[config.mk]
export PLATFORM = sky130hd
export DESIGN_NAME = mf3_ctrl
export DESIGN_NICKNAME = d
export VERILOG_FILES = /design/src/mf3_pkg.sv /design/src/mf3_ctrl.sv
export SDC_FILE = /design/constraint.sdc
export NUM_CORES = 1
export LEC_CHECK = 0
export ABC_AREA = 1
export CAP_MARGIN = 20
export CORE_MARGIN = 2
export CORE_UTILIZATION = 30
export CTS_BUF_LIST = sky130_fd_sc_hd__clkbuf_8 sky130_fd_sc_hd__clkbuf_16
export DETAILED_ROUTE_END_ITERATION = 8
export DONT_BUFFER_PORTS = 1
export PLACE_DENSITY = 0.49
export SLEW_MARGIN = 20
export SYNTH_ARGS = -nofsm -noshare
export SYNTH_HDL_FRONTEND = slang
export SYNTH_SLANG_ARGS = --single-unit
export TNS_END_PERCENT = 1
[constraint.sdc]
create_clock -name clock -period 5.5 [get_ports clock]
set_clock_uncertainty 0.15 [all_clocks]
set_input_delay 0.55 -clock clock [delete_from_list [all_inputs] [get_ports clock]]
set_output_delay 0.55 -clock clock [all_outputs]
set_load 0.05 [all_outputs]
[src/mf3_pkg.sv]
`timescale 1ns / 1ps
// ----------------------------------------------------------------------------
// Median filter 3x3 package
// Shared widths, register indexes, window type and control struct.
// ----------------------------------------------------------------------------
package mf3_pkg;

   localparam int PIX_W             = 8;
   localparam int CFG_W             = 12;
   localparam int CSR_IDX_W         = 2;
   localparam int WIN_SIZE          = 9;
   localparam int CENTER_IDX        = 4;
   localparam int MAX_WIDTH_DEFAULT = 2048;
   localparam int HEIGHT_CAP        = 2048;
   localparam int ROW_MAX           = 4095;

   localparam logic [CFG_W-1:0] WIDTH_RESET  = 12'd1920;
   localparam logic [CFG_W-1:0] HEIGHT_RESET = 12'd1080;

   localparam logic [CSR_IDX_W-1:0] REG_IMAGE_WIDTH  = 2'd0;
   localparam logic [CSR_IDX_W-1:0] REG_IMAGE_HEIGHT = 2'd1;

   typedef logic [PIX_W-1:0] pixel_type;
   typedef logic [WIN_SIZE-1:0][PIX_W-1:0] window_type;

   typedef struct packed {
      logic emit;
      logic border;
      logic last;
   } item_ctrl_type;

endpackage

[src/mf3_ctrl.sv]
`timescale 1ns / 1ps
// ----------------------------------------------------------------------------
// Median filter 3x3 position control
// Tracks input and output raster positions and classifies each input beat:
// whether it releases an output pixel, whether that pixel is on the border and
// whether it closes the frame.
// ----------------------------------------------------------------------------
module mf3_ctrl #(
   parameter int MAX_WIDTH = mf3_pkg::MAX_WIDTH_DEFAULT
) (
   input  logic                         clock,
   input  logic                         reset,
   input  logic                         advance,
   input  logic [mf3_pkg::CFG_W-1:0]    image_width,
   input  logic [mf3_pkg::CFG_W-1:0]    image_height,
   output logic [$clog2(MAX_WIDTH)-1:0] column,
   output mf3_pkg::item_ctrl_type       ctrl
);
   import mf3_pkg::*;

   localparam int COL_W = $clog2(MAX_WIDTH);
   localparam int EW    = (COL_W + 1 > CFG_W) ? COL_W + 1 : CFG_W;

   logic [COL_W-1:0] in_col_ff, in_col_in, out_col_ff, out_col_in;
   logic [CFG_W-1:0] in_row_ff, in_row_in, out_row_ff, out_row_in;
   logic [EW-1:0]    width_ext, eff_width;
   logic [CFG_W-1:0] eff_height;
   logic             in_col_end, out_col_end, out_row_end, active, frame_end;

   always_comb begin
      width_ext = EW'(image_width);
      if (width_ext == '0) begin
         eff_width = EW'(1);
      end else if (width_ext > EW'(MAX_WIDTH)) begin
         eff_width = EW'(MAX_WIDTH);
      end else begin
         eff_width = width_ext;
      end
      if (image_height == '0) begin
         eff_height = CFG_W'(1);
      end else if (image_height > CFG_W'(HEIGHT_CAP)) begin
         eff_height = CFG_W'(HEIGHT_CAP);
      end else begin
         eff_height = image_height;
      end
   end

   assign in_col_end  = (EW'(in_col_ff) + EW'(1)) >= eff_width;
   assign out_col_end = (EW'(out_col_ff) + EW'(1)) >= eff_width;
   assign out_row_end = ({1'b0, out_row_ff} + (CFG_W + 1)'(1)) >= {1'b0, eff_height};
   assign active      = (in_row_ff >= CFG_W'(2)) ||
                        ((in_row_ff == CFG_W'(1)) && (in_col_ff != '0));
   assign frame_end   = out_row_end && out_col_end;

   assign column      = in_col_ff;
   assign ctrl.emit   = active;
   assign ctrl.border = (out_row_ff == '0) || out_row_end ||
                        (out_col_ff == '0) || out_col_end;
   assign ctrl.last   = frame_end;

   always_comb begin
      in_col_in  = in_col_ff;
      in_row_in  = in_row_ff;
      out_col_in = out_col_ff;
      out_row_in = out_row_ff;
      if (in_col_end) begin
         in_col_in = '0;
         if (in_row_ff != CFG_W'(ROW_MAX)) begin
            in_row_in = in_row_ff + CFG_W'(1);
         end
      end else begin
         in_col_in = in_col_ff + COL_W'(1);
      end
      if (active) begin
         if (out_col_end) begin
            out_col_in = '0;
            out_row_in = out_row_ff + CFG_W'(1);
         end else begin
            out_col_in = out_col_ff + COL_W'(1);
         end
         if (frame_end) begin
            in_col_in  = '0;
            in_row_in  = '0;
            out_col_in = '0;
            out_row_in = '0;
         end
      end
   end

   always_ff @(posedge clock) begin
      if (reset) begin
         in_col_ff  <= '0;
         in_row_ff  <= '0;
         out_col_ff <= '0;
         out_row_ff <= '0;
      end else if (advance) begin
         in_col_ff  <= in_col_in;
         in_row_ff  <= in_row_in;
         out_col_ff <= out_col_in;
         out_row_ff <= out_row_in;
      end
   end

endmodule

==> results of run 1 <==
==> cells in the final DEF, fill, tap and decap left out, types with 4 or more instances in the layout <==
cell type	Yosys	final
a21oi_1	50	50
o21ai_1	6	6
nand3_2	4	4
o21ai_0	15	15
xor2_1	20	20
nor2_1	65	65
nand3_1	54	54
clkbuf_16	0	5
ha_1	45	45
nand2_1	195	195
nand2_2	6	6
xnor2_1	4	4
nor3_1	8	8
inv_1	81	81
nand4_1	14	14
nor4_1	9	9
dfxtp_1	46	46
==> per-stage QoR <==
stage | util | instance area [µm²] | std cells | hold WS, ps | worst slack (ps)
2_1_floorplan | - | 4210 | 669 | 307 | 2330
3_3_place_gp | 0.312 | 4300 | 827 | 321 | 1920
3_5_place_dp | 0.312 | 4300 | 827 | 327 | 1900
4_1_cts | 0.327 | 4500 | 835 | 162 | 1620
5_1_grt | 0.327 | 4500 | 835 | 160 | 1390
6_report | 0.327 | 4500 | 835 | 170 | 1610
==> power groups by stage <==
stage | Combinational, mW | Clock (mW) | Sequential (mW)
final | 0.0622 | 0.407 | 0.342
after CTS | 0.0631 | 0.421 | 0.342
after floorplan | 0.0550 | 0 | 0.348
after global routing | 0.0737 | 0.431 | 0.342
after global placement | 0.0619 | 0 | 0.350
after detailed placement | 0.0627 | 0 | 0.350
==> cell type report <==
cell class	instances	area, µm²	share of cell area
Multi-Input combinational cell	518	2840	0.632
Sequential cell	46	921	0.205
Inverter	83	312	0.0693
Tap cell	180	225	0.0501
Clock buffer	6	139	0.0309
Clock inverter	2	60.1	0.0134
==> metal layers <==
metal,up-vias,part of all wire,global-route usage
met1,1764,0.50,0.198
li1,2136,-,-
met3,8,0.047,0.0232
met2,82,0.45,0.237
met4,0,0.0092,0.0359
met5,-,0,0
==> sequential cells by signal, indices dropped and copies added (netlist names) <==
| register | flops |
|---|---|
| in_row_ff | 12 |
| out_col_ff | 11 |
| column | 11 |
| out_row_ff | 12 |
==> logic make-up after synthesis <==
group,share of synthesized area
simple gates,0.394
fa+ha+maj,0.134
buf+inv,0.106
flops,0.219
compound gates,0.0972
xor+xnor,0.0499
==> final timing paths <==
check | depth (start not counted) | start | end
setup / recovery | 14 | out_col_ff[0] | ctrl[1]
hold / removal | 1 | reset | in_row_ff[9]
setup reg to reg | 19 | column[0] | in_row_ff[3]
hold reg to reg | 2 | out_col_ff[4] | out_col_ff[4]
==> flow_summary.json, run 1 <==
{
  "status": "completed",
  "initial_core_util": 0.306,
  "grt_overflow_total": 0,
  "synth_area_per_cell_um2": 6.29,
  "path_buf_inv": 0,
  "grt_max_degree": 32,
  "drc": 0,
  "switching_power_mw": 0.183,
  "critPathKind": "reg -> out",
  "finalSetupTns_ps": 0,
  "clk_latency_ps": 290,
  "nFillCells": 1549,
  "final_layout_size_suffix_gt1_frac": 0.0504,
  "grt_pass1_wl_um": 17500,
  "grt_pass1_vias": 3714,
  "fin_crit_sh": 0.708,
  "core_area_mm2": 0.0138,
  "synth_seq_area_share": 0.219,
  "cts.path.max_buffers": 2,
  "endpoint_kind": "output pin",
  "max_freq_mhz": 257,
  "ys.flop_type": "dfxtp_1",
  "cts_setup_buffers": 0,
  "powerDensity_mw_per_mm2": 180,
  "p_int_mw": 0.629,
  "gp_congestion": 0.881,
  "wirelength_um": 10500,
  "cts_max_level": 2,
  "yosysMostFrequentCell": "nand2_1",
  "maxSlewHeadroom": 0.498,
  "drtIter0Drc": 180,
  "fp.dieArea_mm2": 0.0150,
  "cap_violations": 0,
  "yosys.area.top_type": "dfxtp_1",
  "clock_sinks": 46,
  "hpwl_um": 8210,
  "yosysWarnings": 0,
  "fin_total_pwr_mw": 0.811,
  "final_hold_viol_count": 0,
  "rsz0062_at_grt": "no",
  "cts_tree": "built",
  "combPwrFrac": 0.077,
  "avgRoutedWirePerCell_um": 12.6,
  "antenna_found_initial": 0,
  "cts.hold.buffers_added": 0,
  "cp.arrival_ps": 3190,
  "die_y_um": 122,
  "period_needed_ps": 3890,
  "ant_nets": 0,
  "setup_viol": 0,
  "synthArstFlopShare": 0,
  "cp_slowest_cell": "dfxtp_1",
  "route.vias.total": 3990,
  "synth.net_count": 741,
  "via_per_inst": 4.78,
  "cpLargestDelayFamily": "simple AND/OR/NAND/NOR gates",
  "slew_violations": 0,
  "clk_pin_slew_ps": 70,
  "syn_area_mm2": 0.00421,
  "numCtsBuffers": 5,
  "switching_share": 0.225,
  "std_cell_rows": 43,
  "area_growth_pct": 6.83,
  "cp.required_ps": 4800,
  "cts_resized": 0,
  "synth.distinct_cells": 36,
  "grt_use_total": 0.145,
  "netlist_instances": 669,
  "start_kind": "register",
  "synth.area.top_cells": "dfxtp_1, nand2_1, ha_1",
  "antenna_cells": 0,
  "max-vdd-ir-drop_v": 0.0000921,
  "cts_root_buf": "clkbuf_16",
  "worstHoldPathType": "in -> reg",
  "p_clk_frac": 0.502,
  "synth_edf_count": 0,
  "dieWidth_um": 122,
  "firstDrtPassIters": 5,
  "ios": 41,
  "yosysTopAreaCellShare": 0.219,
  "crit_path_max_incr_delay_ps": 400,
  "fin_nets": 726,
  "seqPwrFrac": 0.422,
  "critPathMaxFanout": 5,
  "tightest_slew_ps": 752,
  "reg2reg_slack_ps": 1930,
  "portBuffers": 0,
  "p_leak_nw": 2.07,
  "synthTopCellsByCount": "nand2_1, inv_1, nor2_1, nand3_1, a21oi_1",
  "postSynthRegisterBits": 46,
  "crit_chain": "ha_1 -> nand3_1 -> nor2_1 -> nand4_1 -> nor2_1 -> xor2_1 -> ha_1 -> nand2_1 -> nor2_1 -> and2_1 -> nand2_1 -> nand4_2 -> a31oi_1 -> nand2_1"
}
No activity file was read; power rests on OpenSTA's default activity.
==> run 2: changes to the inputs <==
clock period = 3.79 ns   (was 5.5 ns; I/O delays follow)
==> run 2 against run 1 <==
Final cell count up 1.6%. Largest power group is now registers. First-iteration DRC count fell by 16%. Hold slack worse by 88 ps. Sequential power grew 43%. Largest cell class unchanged. Global-route usage rose by 1.0 points. Via count increased by 1.7%. Critical path depth is the same. Clock power rose by 7.6%. Critical path type unchanged.
==> flow_summary.json, run 2 (synthesis gave the netlist of run 1 again) <==
{
  "endpoint_kind": "output pin",
  "via_per_inst": 4.79,
  "cp.required_ps": 3260,
  "gr-usage-met2": 0.247,
  "hpwl_um": 8410,
  "ios": 41,
  "max-vdd-ir-drop_v": 0.000136,
  "drtIter0Drc": 151,
  "initial_core_util": 0.306,
  "avgRoutedWirePerCell_um": 12.9,
  "route.vias.total": 4058,
  "ant_nets": 0,
  "std_cell_rows": 43,
  "reg2reg_depth": 16,
  "status": "completed",
  "start_kind": "register",
  "final_hold_viol_count": 0,
  "min-delay-start": "advance",
  "dieWidth_um": 122,
  "fin_crit_sh": 0.907,
  "period_needed_ps": 3440,
  "met3_usage": 0.0260,
  "antenna_found_initial": 0,
  "final_layout_size_suffix_gt1_frac": 0.0704,
  "critPathMaxFanout": 5,
  "busiest_layer": "met2",
  "reg2reg_slack_ps": 560,
  "stdcell_count": 848,
  "grt_use_met1": 0.205,
  "p_leak_nw": 2.13,
  "reg_top3": "in_row_ff: 12 flops, out_row_ff: 12 flops",
  "fin_nets": 740,
  "cts_root_buf": "clkbuf_16",
  "firstDrtPassIters": 4,
  "clk_latency_ps": 300,
  "drc": 0,
  "final_common_cell": "nand2_1",
  "cp.arrival_ps": 2910,
  "numCtsBuffers": 5,
  "most-common-layout-cells": "nand2_1, inv_1, nor2_1",
  "antenna_cells": 0,
  "pre_cts_ws_ps": 495,
  "fin_total_pwr_mw": 1.03,
  "cts_tree": "built",
  "clk_pin_slew_ps": 70,
  "whs_path_depth": 2,
  "portBuffers": 0,
  "cts.path.max_buffers": 2,
  "setup_viol": 0,
  "core_area_mm2": 0.0138,
  "fin_area_mm2": 0.00458,
  "grt_use_total": 0.155,
  "clock_sinks": 46,
  "worstHoldPathType": "in -> reg",
  "fp.dieArea_mm2": 0.0150,
  "max_freq_mhz": 291,
  "cap_violations": 0,
  "tightest_slew_ps": 758,
  "critPathKind": "reg -> out",
  "rsz0062_at_grt": "no",
  "r2r-start": "column[1]",
  "area_growth_pct": 8.68,
  "grt_pass1_wl_um": 18400,
  "grt_overflow_total": 0,
  "powerDensity_mw_per_mm2": 226,
  "die_y_um": 122,
  "maxSlewHeadroom": 0.494,
  "gp_congestion": 0.862,
  "grt_pass1_vias": 3873,
  "r2r_end": "in_row_ff[0]",
  "slew_violations": 0,
  "finalSetupTns_ps": 0,
  "wirelength_um": 10900,
  "hold_end": "in_row_ff[10]",
  "layout_setup_ws_ps": 352,
  "dp_cells": 838,
  "place_area_mm2": 0.00438,
  "grt_max_degree": 31,
  "cts_max_level": 2
}
==> run 2: changes by cell type in the layout (fill, tap and decap cells not counted), sizes merged <==
cell	before	now
clkinvlp	0	1
clkbuf	6	5
bufinv	2	0
inv	83	84
buf	0	14
==> run 2: how the worst max path moves through the flow <==
stage,endpoint,cells past startpoint,startpoint
after global placement,ctrl[1],12,out_col_ff[0]
after detailed placement,ctrl[1],14,out_col_ff[0]
final,ctrl[1],14,out_col_ff[0]
after floorplan,column[0],17,column[0]
after global routing,ctrl[1],14,out_col_ff[0]
after CTS,ctrl[1],14,out_col_ff[0]
==> run 2: repair_timing <==
action | 4_1_cts | 5_1_grt
hold buffers | 1 | 0
hold endpoints to repair | 30 | 0
setup buffers | 0 | 2
setup endpoints to repair | 0 | 2
resized for setup | 0 | 5
==> run 2: layout make-up <==
| cell class | count | area (µm²) |
|---|---|---|
| fill | 1535 | 9200 |
| inverter | 83 | 315 |
| timing repair buffer | 14 | 118 |
| multi-input combinational | 518 | 2860 |
| clock buffer | 5 | 125 |
| tap | 180 | 225 |
| clock inverter | 2 | 7.51 |
| sequential | 46 | 921 |
==> run 2: per-layer routing <==
layer,vias to the layer above,part of all wire
li1,2152,-
met1,1824,0.50
met2,70,0.44
met3,12,0.038
met4,0,0.025
met5,-,0
==> run 2: metrics by stage <==
| step | hold slack, ps | utilization |
|---|---|---|
| 2_1_floorplan | 307 | - |
| 3_3_place_gp | 302 | 0.318 |
| 3_5_place_dp | 303 | 0.318 |
| 4_1_cts | 73.8 | 0.329 |
| 5_1_grt | 92.0 | 0.332 |
| 6_report | 82.4 | 0.332 |
==> run 2: critical path, cell delays in order, from the launching register on <==
cell     delay [ps]
dfxtp_1         400
ha_1            210
nand3_1         150
nor2_1          120
nand4_1         130
nor2_1          160
xor2_1          210
ha_1            260
nand2_1          70
nor2_1           70
and2_1          130
nand2_1         100
nand4_4         160
a31oi_2         220
nand2_2         220
==> run 2: where the power goes <==
group          switching (mW)  leakage, nW  internal, mW
Clock                   0.201       0.0723         0.237
Sequential            0.00280        0.371         0.485
Combinational          0.0733         1.69        0.0352
Total                   0.277         2.13         0.757
==> run 3: changes to the inputs <==
CTS_BUF_LIST = sky130_fd_sc_hd__clkbuf_4   (was sky130_fd_sc_hd__clkbuf_8 sky130_fd_sc_hd__clkbuf_16)
==> run 3 against run 2 <==
Sequential share of layout area about the same. Sequential cell count unchanged. Via count increased by 0.37%. Sequential power about the same. Final area increased by 0.30%. Combinational power increased by 6%. Worst setup slack got worse by 33 ps. Non-clock buffer count increased by 3. Global-route usage about the same. Register-to-register slack got worse by 190 ps. Largest cell class unchanged. Largest power group unchanged.
==> flow_summary.json, run 3 (synthesis gave the netlist of run 1 again) <==
{
  "status": "completed",
  "cts_root_buf": "clkbuf_4",
  "fin_total_pwr_mw": 0.865,
  "via_per_inst": 4.78,
  "powerDensity_mw_per_mm2": 188,
  "grt_max_degree": 31,
  "seqPwrFrac": 0.565,
  "cts_tree": "built",
  "hpwl_um": 8410,
  "drtIter0Drc": 143,
  "pre_cts_ws_ps": 495,
  "clk_pin_slew_ps": 150,
  "grt_use_total": 0.155,
  "endpoint_kind": "output pin",
  "avgRoutedWirePerCell_um": 13.0,
  "tightest_slew_ps": 803,
  "start_kind": "register",
  "numCtsBuffers": 5,
  "most-common-layout-cells": "nand2_1, inv_1, nor2_1",
  "antenna_found_initial": 0,
  "combPwrFrac": 0.133,
  "worstHoldPathType": "in -> reg",
  "cap_violations": 0,
  "final_core_util": 0.333,
  "max_freq_mhz": 288,
  "core_area_mm2": 0.0138,
  "die_y_um": 122,
  "route.vias.total": 4073,
  "maxSlewHeadroom": 0.463,
  "final_common_cell": "nand2_1",
  "stdcell_count": 852,
  "fp.dieArea_mm2": 0.0150,
  "portBuffers": 0,
  "ant_nets": 0,
  "dp_cells": 838,
  "crit_chain": "ha_1 -> nand3_1 -> nor2_1 -> nand4_1 -> nor2_2 -> xor2_1 -> ha_1 -> nand2_1 -> nor2_1 -> and2_1 -> nand2_1 -> nand4_4 -> nand2_4 -> clkinvlp_4",
  "firstDrtPassIters": 4,
  "gp_congestion": 0.862,
  "final_layout_size_suffix_gt1_frac": 0.0848,
  "fin_nets": 744,
  "grt_overflow_total": 0,
  "clock_sinks": 46,
  "setup_viol": 0,
  "met3WireLength_um": 404,
  "cp_slowest_cell": "dfxtp_2",
  "cts_max_level": 2,
  "grt_pass1_wl_um": 18500,
  "grt_pass1_vias": 3881,
  "cpLargestDelayFamily": "simple AND/OR/NAND/NOR gates",
  "std_cell_rows": 43,
  "clk_latency_ps": 400,
  "slew_violations": 0,
  "p_int_mw": 0.607,
  "switching_share": 0.298,
  "crit_path_max_incr_delay_ps": 390,
  "area_growth_pct": 9.00,
  "cp.arrival_ps": 2940,
  "m1WireLength_um": 5450,
  "finalSetupTns_ps": 0,
  "p_leak_nw": 2.17,
  "initial_core_util": 0.306,
  "holdWs_ps": 71.2,
  "wirelength_um": 11100,
  "p_clk_frac": 0.302,
  "cts.path.max_buffers": 2,
  "path_buf_inv": 1,
  "final_hold_viol_count": 0,
  "antenna_cells": 0,
  "max-vdd-ir-drop_v": 0.0000842,
  "wl_met2_um": 4940,
  "reg_top3": "in_row_ff: 12 flops, out_row_ff: 12 flops",
  "drc": 0,
  "critPathMaxFanout": 5,
  "period_needed_ps": 3470,
  "fin_crit_sh": 0.916,
  "fin_area_mm2": 0.00459,
  "switching_power_mw": 0.258,
  "dieWidth_um": 122,
  "ios": 41,
  "cp.required_ps": 3260,
  "layout_setup_ws_ps": 319,
  "place_area_mm2": 0.00438,
  "top_layer": "met4",
  "critPathKind": "reg -> out"
}
-- run 3: power groups by stage --
| stage | Sequential, mW | Combinational (mW) | Clock (mW) |
|---|---|---|---|
| after floorplan | 0.506 | 0.0798 | 0 |
| after global placement | 0.499 | 0.0995 | 0 |
| final | 0.489 | 0.115 | 0.261 |
| after global routing | 0.490 | 0.133 | 0.295 |
| after CTS | 0.489 | 0.114 | 0.284 |
| after detailed placement | 0.499 | 0.101 | 0 |
-- run 3: area by class of cell --
class	count	area, µm²
fill	1547	9180
inverter	83	315
timing repair buffer	17	145
tap	180	225
clock buffer	7	52.6
sequential	46	925
multi-input combinational	519	2930
-- run 3: what timing repair did --
action                     CTS  global route
hold endpoints to repair    30             0
hold buffers                 3             0
gates resized for setup      0            16
setup endpoints to repair    0             3
setup buffers                0             3
-- run 3: worst reg2reg max path, stage by stage (launching register included) --
cell           delay, ps
dfxtp_2              410
ha_1                 260
nand3_1              180
nor3_4               230
nand4_1              110
nand2_1              110
inv_1                 50
ha_1                 270
nand2_1               60
nor2_2               100
nand2_1               80
nor2_1               210
nand2_4              170
nand2_8              140
nand2_1               60
o21ai_0               60
nand3_1               90
a21oi_1              120
dlygate4sd3_1        550
-- run 3: layer usage --
metal / track usage / vias to the layer above
met1: 0.208 / 1832
met5: 0 / -
li1: - / 2159
met3: 0.0265 / 14
met4: 0.0647 / 0
met2: 0.246 / 68
-- run 3: path summary, 6_finish.rpt --
| kind | from | end | slack, ps | depth (start not counted) |
|---|---|---|---|---|
| max | out_col_ff[0] | ctrl[0] | 320 | 14 |
| min | reset | in_row_ff[8] | 70 | 2 |
| max reg2reg | column[1] | in_row_ff[10] | 370 | 18 |
| min reg2reg | out_col_ff[1] | out_col_ff[1] | 350 | 2 |
