<file path="config.mk">
export PLATFORM = sky130hd
export DESIGN_NAME = mf3_median
export DESIGN_NICKNAME = d
export VERILOG_FILES = /design/src/mf3_pkg.sv /design/src/mf3_median.sv
export SDC_FILE = /design/constraint.sdc
export NUM_CORES = 1
export LEC_CHECK = 0
export BUFFER_PORTS_ARGS = -buffer_cell sky130_fd_sc_hd__buf_4
export CORE_MARGIN = 3
export CORE_UTILIZATION = 40
export DETAILED_ROUTE_END_ITERATION = 8
export GPL_ROUTABILITY_DRIVEN = 1
export REMOVE_ABC_BUFFERS = 1
export SETUP_SLACK_MARGIN = 0.05
export SYNTH_ARGS = -nofsm -noshare
export SYNTH_HDL_FRONTEND = slang
export SYNTH_SLANG_ARGS = --single-unit
export TNS_END_PERCENT = 5
</file>
<file path="constraint.sdc">
create_clock -name clock -period 8 [get_ports clock]
set_clock_uncertainty 0.05 [all_clocks]
set_input_delay 2.4 -clock clock [delete_from_list [all_inputs] [get_ports clock]]
set_output_delay 2.4 -clock clock [all_outputs]
set_load 0.03 [all_outputs]
</file>
<file path="src/mf3_pkg.sv">
`timescale 1ns / 1ps
// ----------------------------------------------------------------------------
// Median filter 3x3 package
// Shared widths, register indexes, window type and control struct.
// ----------------------------------------------------------------------------
package mf3_pkg;

   localparam int PIX_W             = 8;
   localparam int CFG_W             = 12;
   localparam int CSR_IDX_W         = 2;
   localparam int WIN_SIZE          = 9;
   localparam int CENTER_IDX        = 4;
   localparam int MAX_WIDTH_DEFAULT = 2048;
   localparam int HEIGHT_CAP        = 2048;
   localparam int ROW_MAX           = 4095;

   localparam logic [CFG_W-1:0] WIDTH_RESET  = 12'd1920;
   localparam logic [CFG_W-1:0] HEIGHT_RESET = 12'd1080;

   localparam logic [CSR_IDX_W-1:0] REG_IMAGE_WIDTH  = 2'd0;
   localparam logic [CSR_IDX_W-1:0] REG_IMAGE_HEIGHT = 2'd1;

   typedef logic [PIX_W-1:0] pixel_type;
   typedef logic [WIN_SIZE-1:0][PIX_W-1:0] window_type;

   typedef struct packed {
      logic emit;
      logic border;
      logic last;
   } item_ctrl_type;

endpackage

</file>
<file path="src/mf3_median.sv">
`timescale 1ns / 1ps
// ----------------------------------------------------------------------------
// Median filter 3x3 median pipeline
// Four-stage pipeline with per-stage valid: window capture, column sort,
// row selection and final median with border bypass into the output register.
// ----------------------------------------------------------------------------
module mf3_median (
   input  logic                         clock,
   input  logic                         reset,
   input  logic                         in_valid,
   output logic                         in_ready,
   input  mf3_pkg::window_type          in_window,
   input  mf3_pkg::item_ctrl_type       in_ctrl,
   output logic                         out_valid,
   input  logic                         out_ready,
   output logic [mf3_pkg::PIX_W-1:0]    out_pixel,
   output logic                         out_last
);
   import mf3_pkg::*;

   function automatic pixel_type min2(input pixel_type a, input pixel_type b);
      return (a < b) ? a : b;
   endfunction

   function automatic pixel_type max2(input pixel_type a, input pixel_type b);
      return (a < b) ? b : a;
   endfunction

   function automatic pixel_type med3(input pixel_type a, input pixel_type b,
                                      input pixel_type c);
      return max2(min2(a, b), min2(max2(a, b), c));
   endfunction

   logic          v0_ff, v1_ff, v2_ff, v3_ff;
   logic          free0, free1, free2, free3;
   window_type    win_ff;
   item_ctrl_type ctrl0_ff, ctrl1_ff, ctrl2_ff;
   pixel_type     [2:0] mn_in, md_in, mx_in;
   pixel_type     [2:0] mn_ff, md_ff, mx_ff;
   pixel_type     center1_ff, center2_ff;
   pixel_type     lo_ff, mi_ff, hi_ff;
   pixel_type     pixel_ff;
   logic          last_ff;

   assign free3    = !v3_ff || out_ready;
   assign free2    = !v2_ff || free3;
   assign free1    = !v1_ff || free2;
   assign free0    = !v0_ff || free1;
   assign in_ready = free0;

   always_comb begin
      for (int c = 0; c < 3; c++) begin
         mn_in[c] = min2(min2(win_ff[c], win_ff[3 + c]), win_ff[6 + c]);
         mx_in[c] = max2(max2(win_ff[c], win_ff[3 + c]), win_ff[6 + c]);
         md_in[c] = med3(win_ff[c], win_ff[3 + c], win_ff[6 + c]);
      end
   end

   always_ff @(posedge clock) begin
      if (reset) begin
         v0_ff <= 1'b0;
         v1_ff <= 1'b0;
         v2_ff <= 1'b0;
         v3_ff <= 1'b0;
      end else begin
         if (free0) begin
            v0_ff <= in_valid;
         end
         if (free1) begin
            v1_ff <= v0_ff;
         end
         if (free2) begin
            v2_ff <= v1_ff;
         end
         if (free3) begin
            v3_ff <= v2_ff;
         end
      end
   end

   always_ff @(posedge clock) begin
      if (free0 && in_valid) begin
         win_ff   <= in_window;
         ctrl0_ff <= in_ctrl;
      end
      if (free1 && v0_ff) begin
         mn_ff      <= mn_in;
         md_ff      <= md_in;
         mx_ff      <= mx_in;
         center1_ff <= win_ff[CENTER_IDX];
         ctrl1_ff   <= ctrl0_ff;
      end
      if (free2 && v1_ff) begin
         lo_ff      <= max2(max2(mn_ff[0], mn_ff[1]), mn_ff[2]);
         mi_ff      <= med3(md_ff[0], md_ff[1], md_ff[2]);
         hi_ff      <= min2(min2(mx_ff[0], mx_ff[1]), mx_ff[2]);
         center2_ff <= center1_ff;
         ctrl2_ff   <= ctrl1_ff;
      end
      if (free3 && v2_ff) begin
         pixel_ff <= ctrl2_ff.border ? center2_ff : med3(lo_ff, mi_ff, hi_ff);
         last_ff  <= ctrl2_ff.last;
      end
   end

   assign out_valid = v3_ff;
   assign out_pixel = pixel_ff;
   assign out_last  = last_ff;

endmodule

</file>
==> tab_implementation.tex, run 1 <==
\begin{tabular}{lr}
\hline
Metric & Value \\
\hline
\multicolumn{2}{l}{\textbf{STA}} \\
Endpoints failing setup & 0 \\
Worst-case setup margin in the final layout & 1480 ps \\
Setup\_tns & 0 ps \\
Peak Freq & 153 MHz \\
RSZ-0062 raised after global routing & no \\
Slew of the pin with the lowest slew margin & 1160 ps \\
Final critical-path required period & 6520 ps \\
Slew HR & 0.222 \\
Number of pins exceeding their max-slew limit in the final report & 0 \\
Share of the cycle needed by the critical path after routing & 0.815 \\
Count of endpoints failing hold in the final timing report & 0 \\
\multicolumn{2}{l}{\textbf{Place}} \\
Setup WS pre-CTS & 1530 ps \\
Count of buffers inserted at the top-level ports & 88 \\
Routability Congestion & 0.889 \\
Estimated wirelength of the detail-placed design & 22.2 mm \\
\multicolumn{2}{l}{\textbf{Clock network}} \\
CTS tree & built \\
Clock tree root buffer cell & clkbuf\_16 \\
Number of gates resized after CTS & 0 \\
Clock Latency Late Sink & 520 ps \\
Clock sinks & 203 \\
Number of clock buffers inserted by TritonCTS & 24 \\
Hold buffers post-CTS & 0 \\
CTS H-tree depth & 1 \\
Clock input transition at the sequential cells of the worst setup and hold paths & 60 ps \\
Maximum clock insertion buffer count & 3 \\
Total setup buffers inserted after CTS & 0 \\
\multicolumn{2}{l}{\textbf{Detailed routing}} \\
DRC Markers & 0 \\
Remaining antenna violation count & 0 \\
Routed len/inst & 16.6 µm \\
DRT Pass-1 Iters & 5 \\
Detailed-route wire length & 27.7 mm \\
Via-per-instance ratio & 5.24 \\
Count of vias placed by the detailed router & 8,732 \\
Iter 0 DRT Violations & 522 \\
\multicolumn{2}{l}{\textbf{Yosys}} \\
Cell types with the largest area share after synthesis & edfxtp\_1 46\%, ha\_1 15\%, mux2i\_1 6.0\%, mux2\_2 5.8\%, inv\_1 4.1\% \\
Proportion of synthesized flip-flops having asynchronous set or reset & 0 \\
Number of standard cells after synthesis & 1,156 \\
Sequential-to-total area share from yosys stat & 0.468 \\
Number of enable-type register cells in the synthesized netlist & 199 \\
Total of flip-flops plus latches after synthesis & 203 \\
Cell variety after synth & 62 \\
Average cell area after synthesis & 11.2 µm² \\
Ys Warns & 0 \\
Largest area contributor in the synthesized netlist & edfxtp\_1 \\
Share of the synthesized area in the top cell type & 0.461 \\
Most repeated cell in the gate-level netlist after synthesis & edfxtp\_1 \\
Post-synthesis instance area & 0.0129 mm² \\
Flip-flop cell with the highest count after synthesis & edfxtp\_1 \\
Ranking of synthesized cells by instance count & 199 x edfxtp\_1, 154 x ha\_1, 142 x inv\_1, 94 x nand2\_1, 92 x o21ai\_0 \\
\multicolumn{2}{l}{\textbf{Finish}} \\
Nets@finish & 1,481 \\
\# diodes & 0 \\
Fraction of layout cells with a size suffix above 1 & 0.172 \\
P\&R area growth vs syn & 14.8\% \\
\multicolumn{2}{l}{\textbf{Pwr}} \\
Leakage & 6.50 nW \\
Worst IR Drop VDD & 0.000193 V \\
Pwr dens & 264 mW/mm² \\
\multicolumn{2}{l}{\textbf{Worst setup path}} \\
CP Cell Sequence & ha\_1, a2111oi\_2, o21bai\_1, a41oi\_4, mux2\_2, ha\_1, a21o\_1, a21o\_1, a21oi\_1, nand2\_1, a31oi\_2, mux2i\_1, ha\_1, a21o\_1, a21o\_1, a221oi\_1, nand3\_1, o21bai\_1, mux2i\_1 \\
Delay contributed by the slowest stage of the critical path & 660 ps \\
Required arrival time at the worst endpoint & 8180 ps \\
Number of cells traversed by the worst register-to-register path & 19 \\
Crit path arrival time & 6700 ps \\
Critical path's most frequent cell & a21o\_1 \\
Kind of end point of the critical path & register \\
Type of the worst setup path & register to register \\
Startpoint types & register \\
Worst-path cell with the longest stage delay & o21bai\_1 \\
Maximum fanout along the worst path & 16 \\
\multicolumn{2}{l}{\textbf{Floorplan}} \\
Die Outline Area & 0.0346 mm² \\
Standard-cell rows & 65 \\
Core Footprint & 0.0317 mm² \\
Boundary pin count & 90 \\
Starting utilization of the core area & 0.408 \\
Height of the die & 186 µm \\
Horizontal die dimension & 186 µm \\
\multicolumn{2}{l}{\textbf{Status}} \\
Result of the run & finished, final reports clean \\
\multicolumn{2}{l}{\textbf{Worst hold path}} \\
Cell depth of the worst min-delay path & 0 \\
Class of the worst hold path & register to register \\
\multicolumn{2}{l}{\textbf{Global routing}} \\
Congestion Overflow GR & 0 \\
Maximum number of pins on one net before global-route repair & 76 \\
First-pass GRT wire length & 44.1 mm \\
Via count of the first global-routing pass & 8,646 \\
Initial antenna violation count & 0 \\
Total global-route track usage & 0.160 \\
\multicolumn{2}{l}{\textbf{Run}} \\
Maximum Capacitance Violations & 0 \\
\hline
\end{tabular}
==> state kept, by name, indices dropped and copies added (netlist names) <==
register / count
center1_ff: 8
center2_ff: 8
ctrl0_ff: 2
ctrl1_ff: 2
ctrl2_ff: 2
hi_ff: 8
lo_ff: 8
md_ff: 24
mi_ff: 8
mn_ff: 24
mx_ff: 24
out_last: 1
out_pixel: 8
out_valid: 1
v0_ff: 1
v1_ff: 1
v2_ff: 1
win_ff: 72
==> area by class of cell <==
cell class | instances | area, µm²
fillers | 2943 | 16900
clock buffers | 25 | 604
clock inverters | 19 | 185
inverters | 142 | 533
repair buffers | 92 | 691
flip-flops and latches | 203 | 6060
well taps | 402 | 503
multi-input cells | 785 | 6290
==> cells by family (layout without fill, tap and decap cells) <==
kind of cell | Yosys count | in the layout | share of synthesized area
compound gates | 268 | 268 | 0.138
flops | 203 | 203 | 0.468
mux | 144 | 144 | 0.118
fa+ha+maj | 154 | 154 | 0.149
buf+inv | 168 | 278 | 0.0499
simple gates | 219 | 219 | 0.0783
==> power by group <==
| part | switching (W) | internal [W] |
|---|---|---|
| Combinational | 0.000842 | 0.000626 |
| Sequential | 0.0000653 | 0.00134 |
| Clock | 0.000431 | 0.000622 |
| Total | 0.00134 | 0.00258 |
==> critical path: cells and delay by family (launching register included) <==
kind,cells,cell delay [ps]
compound gates,11,3630
mux,3,950
fa+ha+maj,3,930
flops,1,420
simple gates,2,250
==> routing by layer <==
metal / vias to the layer above / track usage / share of wire
li1: 4473 / - / -
met1: 4068 / 0.222 / 0.47
met2: 150 / 0.264 / 0.46
met3: 41 / 0.0235 / 0.040
met4: 0 / 0.0459 / 0.024
met5: - / 0 / 0
==> metrics by stage <==
step	utilization	cell area (µm²)	hold WS, ps	total power (W)	instances
finish	0.469	14900	365	0.00392	1668
CTS	0.469	14900	366	0.00396	1668
floorplan	-	12800	350	0.00249	1130
global placement	0.444	14100	355	0.00284	1624
detailed placement	0.444	14100	355	0.00288	1624
global route	0.469	14900	379	0.00420	1668
==> final timing paths <==
path                                              start                       to  slack (ps)
worst min-delay path            center1_ff[3]$_DFFE_PP_  center2_ff[3]$_DFFE_PP_         360
worst max register to register      win_ff[1]$_DFFE_PP_       md_ff[6]$_DFFE_PP_        1480
worst min register to register  center1_ff[3]$_DFFE_PP_  center2_ff[3]$_DFFE_PP_         360
worst max-delay path                win_ff[1]$_DFFE_PP_       md_ff[6]$_DFFE_PP_        1480
==> placed cells by master, fill, tap and decap left out, drive strengths merged, types with 6 or more instances in the layout <==
| cell type | instances |
|---|---|
| nand2b | 16 |
| a211o | 8 |
| nor3 | 17 |
| a311oi | 10 |
| mux2 | 67 |
| o21a | 9 |
| a211oi | 9 |
| inv | 143 |
| clkbuf | 25 |
| a21oi | 50 |
| clkinv | 11 |
| mux2i | 77 |
| and3 | 6 |
| a221oi | 6 |
| nand3 | 7 |
| ha | 154 |
| o21ai | 95 |
| edfxtp | 199 |
| nor2b | 11 |
| and2 | 7 |
| nand2 | 94 |
| a21o | 33 |
| nor2 | 43 |
| nand4 | 8 |
| buf | 92 |
Note: power is estimated with default switching activity, not from simulation.
==> run 2, diff against run 1 <==
==> constraint.sdc (replaced) <==
create_clock -name clock -period 6.83 [get_ports clock]
set_clock_uncertainty 0.05 [all_clocks]
set_input_delay 2.049 -clock clock [delete_from_list [all_inputs] [get_ports clock]]
set_output_delay 2.049 -clock clock [all_outputs]
set_load 0.03 [all_outputs]
==> run 2 against run 1 <==
Net effect:
- sequential power increased by 17%
- first-iteration DRC count up 11%
- worst hold slack improved by 2.8 ps
- die area did not move
- largest power group unchanged
==> tab_implementation.tex, run 2 (synthesized netlist as in run 1, its figures left out) <==
\begin{tabular}{lr}
\hline
Metric & Value \\
\hline
\multicolumn{2}{l}{\textbf{Status}} \\
Result of the run & finished, final reports clean \\
\multicolumn{2}{l}{\textbf{Worst setup path}} \\
Slack of the worst reg-to-reg path & 700 ps \\
Kind of end point of the critical path & register \\
Number of cells traversed by the worst register-to-register path & 20 \\
Crit path arrival time & 6420 ps \\
Type of the worst setup path & register to register \\
Startpoint types & register \\
R2r endpoint & md\_ff[4]\$\_DFFE\_PP\_ \\
Maximum fanout along the worst path & 11 \\
Required arrival time at the worst endpoint & 7110 ps \\
Timing startpoint of the critical path & win\_ff[1]\$\_DFFE\_PP\_ \\
R2R Path Start & win\_ff[1]\$\_DFFE\_PP\_ \\
Endpoint of the worst setup timing path & md\_ff[4]\$\_DFFE\_PP\_ \\
\multicolumn{2}{l}{\textbf{Finish}} \\
\# diodes & 0 \\
Most frequent cells in the layout & 199 x edfxtp\_1, 154 x ha\_1, 142 x inv\_1 \\
P\&R area growth vs syn & 15.7\% \\
Largest register by flop count & win\_ff \\
Fraction of layout cells with a size suffix above 1 & 0.174 \\
Max FFs per register & 72 \\
Nets@finish & 1,489 \\
Commonest non-fill, non-tap cell in the layout & edfxtp\_1 \\
\multicolumn{2}{l}{\textbf{Detailed routing}} \\
DRC Markers & 0 \\
Topmost layer with routed signal wires & met4 \\
Remaining antenna violation count & 0 \\
DR WL met2 & 12.8 mm \\
Count of vias placed by the detailed router & 8,898 \\
Iter 0 DRT Violations & 577 \\
DRT met1 WL & 13.4 mm \\
Via-per-instance ratio & 5.31 \\
Detailed-route wire length & 27.9 mm \\
Routed len/inst & 16.7 µm \\
Met3 WL & 996 µm \\
DRT Pass-1 Iters & 6 \\
\multicolumn{2}{l}{\textbf{Global routing}} \\
Via count of the first global-routing pass & 8,590 \\
Total global-route track usage & 0.162 \\
Initial antenna violation count & 0 \\
Maximum number of pins on one net before global-route repair & 50 \\
First-pass GRT wire length & 44.4 mm \\
Congestion Overflow GR & 0 \\
\multicolumn{2}{l}{\textbf{Pwr}} \\
Pwr dens & 315 mW/mm² \\
Leakage & 6.57 nW \\
Worst IR Drop VDD & 0.000222 V \\
\multicolumn{2}{l}{\textbf{Floorplan}} \\
Horizontal die dimension & 186 µm \\
Standard-cell rows & 65 \\
Starting utilization of the core area & 0.408 \\
Boundary pin count & 90 \\
Die Outline Area & 0.0346 mm² \\
Height of the die & 186 µm \\
Core Footprint & 0.0317 mm² \\
\multicolumn{2}{l}{\textbf{Clock network}} \\
Maximum clock insertion buffer count & 3 \\
Clock Latency Late Sink & 510 ps \\
Number of gates resized after CTS & 0 \\
Clock input transition at the sequential cells of the worst setup and hold paths & 60 ps \\
Clock tree root buffer cell & clkbuf\_16 \\
Clock sinks & 203 \\
CTS tree & built \\
Hold buffers post-CTS & 0 \\
Number of clock buffers inserted by TritonCTS & 24 \\
CTS H-tree depth & 1 \\
Total setup buffers inserted after CTS & 0 \\
\multicolumn{2}{l}{\textbf{Worst hold path}} \\
Class of the worst hold path & register to register \\
Cell depth of the worst min-delay path & 0 \\
\multicolumn{2}{l}{\textbf{STA}} \\
Slew HR & 0.250 \\
Final hold slack & 367 ps \\
Endpoints failing setup & 0 \\
RSZ-0062 raised after global routing & no \\
Share of the cycle needed by the critical path after routing & 0.898 \\
Final critical-path required period & 6130 ps \\
Peak Freq & 163 MHz \\
Number of pins exceeding their max-slew limit in the final report & 0 \\
Worst-case setup margin in the final layout & 699 ps \\
Count of endpoints failing hold in the final timing report & 0 \\
Slew of the pin with the lowest slew margin & 1120 ps \\
Setup\_tns & 0 ps \\
\multicolumn{2}{l}{\textbf{Place}} \\
Count of buffers inserted at the top-level ports & 88 \\
Routability Congestion & 0.888 \\
Setup WS pre-CTS & 707 ps \\
Estimated wirelength of the detail-placed design & 22.3 mm \\
\multicolumn{2}{l}{\textbf{Run}} \\
Maximum Capacitance Violations & 0 \\
\hline
\end{tabular}
[run 2: per-stage QoR]
stage | instance area, µm² | total power (W) | std cells | utilization
finish | 15000 | 0.00472 | 1676 | 0.472
global route | 15000 | 0.00505 | 1676 | 0.472
CTS | 15000 | 0.00476 | 1676 | 0.472
detailed placement | 14100 | 0.00339 | 1632 | 0.446
global placement | 14100 | 0.00334 | 1632 | 0.446
floorplan | 12800 | 0.00291 | 1130 | -
[run 2: worst min-delay path by stage]
stage,end,from,slack [ps]
floorplan,center2_ff[0]$_DFFE_PP_,center1_ff[0]$_DFFE_PP_,350
global placement,ctrl2_ff[0]$_DFFE_PP_,ctrl1_ff[0]$_DFFE_PP_,350
detailed placement,center2_ff[0]$_DFFE_PP_,center1_ff[0]$_DFFE_PP_,350
CTS,center2_ff[0]$_DFFE_PP_,center1_ff[0]$_DFFE_PP_,370
global route,center2_ff[0]$_DFFE_PP_,center1_ff[0]$_DFFE_PP_,370
finish,ctrl2_ff[1]$_DFFE_PP_,ctrl1_ff[1]$_DFFE_PP_,370
[run 2: critical path: stages, from the launching register on]
cell       delay [ps]
edfxtp_1          400
ha_1              330
a2111oi_2         310
o21bai_1          200
a41oi_4           510
mux2_2            430
ha_1              300
a21o_1            160
a21o_1            170
a21oi_1           210
nand2_1           120
a31oi_2           450
mux2i_1           330
ha_1              290
a21o_1            160
a21o_1            160
a221oi_1          460
nand3_1           120
o21bai_1          300
buf_4             230
mux2i_1           250
[run 2: report_power, final]
part	switching (W)	internal (W)	leakage (nW)
Clock	0.000490	0.000853	0.409
Sequential	0.0000756	0.00156	1.93
Combinational	0.000990	0.000746	4.24
Total	0.00156	0.00316	6.57
[run 2: layer usage]
| metal | global-route usage | up-vias |
|---|---|---|
| li1 | - | 4502 |
| met1 | 0.227 | 4185 |
| met2 | 0.264 | 167 |
| met3 | 0.0201 | 44 |
| met4 | 0.0497 | 0 |
| met5 | 0 | - |
[run 2: cell type report]
class                   instances  area [µm²]
fillers                      2894       16700
clock buffers                  27         633
inverters                     142         533
flip-flops and latches        203        6060
repair buffers                100         751
clock inverters                17         213
multi-input cells             785        6290
well taps                     402         503
==> run 3, diff against run 2 <==
--- a/config.mk
+++ b/config.mk
@@ -10,6 +10,7 @@
 export CORE_UTILIZATION = 40
 export DETAILED_ROUTE_END_ITERATION = 8
 export GPL_ROUTABILITY_DRIVEN = 1
+export RECOVER_POWER = 25
 export REMOVE_ABC_BUFFERS = 1
 export SETUP_SLACK_MARGIN = 0.05
 export SYNTH_ARGS = -nofsm -noshare
==> run 3 against run 2 <==
Net effect:
- worst setup slack lost 61 ps
- first-iteration DRC count is the same
- final area is the same
- power is essentially flat
- core utilization is the same
- die area is the same
- fmax shrank 0.99%
- largest cell class unchanged
- combinational power is essentially flat
==> tab_implementation.tex, run 3 (synthesized netlist as in run 1, its figures left out) <==
\begin{tabular}{lr}
\hline
Metric & Value \\
\hline
\multicolumn{2}{l}{\textbf{Worst setup path}} \\
Timing startpoint of the critical path & win\_ff[1]\$\_DFFE\_PP\_ \\
CP Cell Sequence & ha\_1, a2111oi\_2, o21bai\_1, a41oi\_4, mux2\_2, ha\_1, a21o\_1, a21o\_1, a21oi\_1, nand2\_1, a31oi\_2, mux2i\_1, ha\_1, a21o\_1, a21o\_1, a221oi\_1, nand3\_1, o21bai\_1, buf\_4, mux2i\_1 \\
Type of the worst setup path & register to register \\
Slack of the worst reg-to-reg path & 640 ps \\
Required arrival time at the worst endpoint & 7100 ps \\
Crit path arrival time & 6470 ps \\
Kind of end point of the critical path & register \\
Delay contributed by the slowest stage of the critical path & 510 ps \\
Maximum fanout along the worst path & 11 \\
Startpoint types & register \\
Cell family with most CP delay & compound AO/OA/AOI/OAI gates \\
Worst path bufs/invs & 1 \\
R2R Path Start & win\_ff[1]\$\_DFFE\_PP\_ \\
Critical path's most frequent cell & a21o\_1 \\
Worst-path cell with the longest stage delay & a41oi\_4 \\
\multicolumn{2}{l}{\textbf{STA}} \\
Final critical-path required period & 6190 ps \\
Final hold slack & 367 ps \\
Setup\_tns & 0 ps \\
Peak Freq & 161 MHz \\
Endpoints failing setup & 0 \\
Slew of the pin with the lowest slew margin & 1120 ps \\
Count of endpoints failing hold in the final timing report & 0 \\
Share of the cycle needed by the critical path after routing & 0.907 \\
Slew HR & 0.250 \\
Worst-case setup margin in the final layout & 638 ps \\
Number of pins exceeding their max-slew limit in the final report & 0 \\
RSZ-0062 raised after global routing & no \\
\multicolumn{2}{l}{\textbf{Finish}} \\
Finished Cell Area & 0.0150 mm² \\
\# diodes & 0 \\
Nets@finish & 1,489 \\
Number of fillers in the final layout & 2,894 \\
Fraction of layout cells with a size suffix above 1 & 0.174 \\
Commonest non-fill, non-tap cell in the layout & edfxtp\_1 \\
Most frequent cells in the layout & 199 x edfxtp\_1, 154 x ha\_1, 142 x inv\_1 \\
Max FFs per register & 72 \\
Largest register by flop count & win\_ff \\
P\&R area growth vs syn & 15.7\% \\
\multicolumn{2}{l}{\textbf{Global routing}} \\
Via count of the first global-routing pass & 8,590 \\
Congestion Overflow GR & 0 \\
Initial antenna violation count & 0 \\
Maximum number of pins on one net before global-route repair & 50 \\
First-pass GRT wire length & 44.4 mm \\
Total global-route track usage & 0.162 \\
\multicolumn{2}{l}{\textbf{Clock network}} \\
Clock Latency Late Sink & 520 ps \\
CTS H-tree depth & 1 \\
Total setup buffers inserted after CTS & 0 \\
Clock input transition at the sequential cells of the worst setup and hold paths & 60 ps \\
Maximum clock insertion buffer count & 3 \\
Clock sinks & 203 \\
Number of clock buffers inserted by TritonCTS & 24 \\
Clock tree root buffer cell & clkbuf\_16 \\
CTS tree & built \\
Hold buffers post-CTS & 0 \\
Number of gates resized after CTS & 0 \\
\multicolumn{2}{l}{\textbf{Place}} \\
Count of buffers inserted at the top-level ports & 88 \\
Post-DP Area & 0.0141 mm² \\
Routability Congestion & 0.888 \\
Estimated wirelength of the detail-placed design & 22.3 mm \\
Setup WS pre-CTS & 707 ps \\
\multicolumn{2}{l}{\textbf{Pwr}} \\
Worst IR Drop VDD & 0.000221 V \\
Pwr dens & 315 mW/mm² \\
Power, Total & 0.00472 W \\
Leakage & 6.56 nW \\
\multicolumn{2}{l}{\textbf{Floorplan}} \\
Height of the die & 186 µm \\
Core Footprint & 0.0317 mm² \\
Boundary pin count & 90 \\
Horizontal die dimension & 186 µm \\
Starting utilization of the core area & 0.408 \\
Die Outline Area & 0.0346 mm² \\
Standard-cell rows & 65 \\
\multicolumn{2}{l}{\textbf{Worst hold path}} \\
Hold path startpoint & ctrl1\_ff[1]\$\_DFFE\_PP\_ \\
Class of the worst hold path & register to register \\
\multicolumn{2}{l}{\textbf{Detailed routing}} \\
Via-per-instance ratio & 5.30 \\
DRC Markers & 0 \\
Remaining antenna violation count & 0 \\
Routed len/inst & 16.6 µm \\
DRT Pass-1 Iters & 5 \\
Count of vias placed by the detailed router & 8,882 \\
Detailed-route wire length & 27.9 mm \\
Iter 0 DRT Violations & 577 \\
\multicolumn{2}{l}{\textbf{Run}} \\
Maximum Capacitance Violations & 0 \\
\multicolumn{2}{l}{\textbf{Status}} \\
Result of the run & finished, final reports clean \\
\hline
\end{tabular}
[run 3: area by class of cell]
class | instances | area (µm²) | area share
Clock buffer | 27 | 633 | 0.0423
Clock inverter | 17 | 213 | 0.0142
Inverter | 142 | 533 | 0.0356
Multi-Input combinational cell | 785 | 6290 | 0.420
Sequential cell | 203 | 6060 | 0.404
Tap cell | 402 | 503 | 0.0336
Timing Repair Buffer | 100 | 751 | 0.0501
[run 3: path summary, 6_finish.rpt]
path | depth (start not counted) | end
max | 20 | md_ff[4]$_DFFE_PP_
min | 0 | ctrl2_ff[1]$_DFFE_PP_
max reg2reg | 20 | md_ff[4]$_DFFE_PP_
min reg2reg | 0 | ctrl2_ff[1]$_DFFE_PP_
[run 3: power by group]
| part | total [W] | switching (W) | internal (W) | leakage (nW) |
|---|---|---|---|---|
| Sequential | 0.00164 | 0.0000757 | 0.00156 | 1.93 |
| Clock | 0.00134 | 0.000491 | 0.000853 | 0.409 |
| Combinational | 0.00173 | 0.000990 | 0.000744 | 4.22 |
| Total | 0.00472 | 0.00156 | 0.00316 | 6.56 |
[run 3: stage by stage]
step,instances,utilization
6_report,1676,0.472
5_1_grt,1676,0.472
4_1_cts,1676,0.472
3_5_place_dp,1632,0.446
3_3_place_gp,1632,0.446
2_1_floorplan,1130,-
[run 3: routing by layer]
| metal | wire length (µm) | share of wire | track usage | up-vias |
|---|---|---|---|---|
| met4 | 805 | 0.029 | 0.0497 | 0 |
| li1 | - | - | - | 4499 |
| met1 | 13200 | 0.47 | 0.227 | 4180 |
| met2 | 12800 | 0.46 | 0.264 | 161 |
| met3 | 1100 | 0.039 | 0.0201 | 42 |
| met5 | 0 | 0 | 0 | - |
[run 3: worst register-to-register path, delay by kind of cell, from the launching register on]
| kind | cells | cell delay [ps] |
|---|---|---|
| AO/OA/AOI/OAI | 11 | 3100 |
| multiplexers | 3 | 1050 |
| adder cells (fa/ha/maj) | 3 | 920 |
| flip-flops | 1 | 400 |
| AND/OR/NAND/NOR | 2 | 240 |
| buffers and inverters | 1 | 230 |
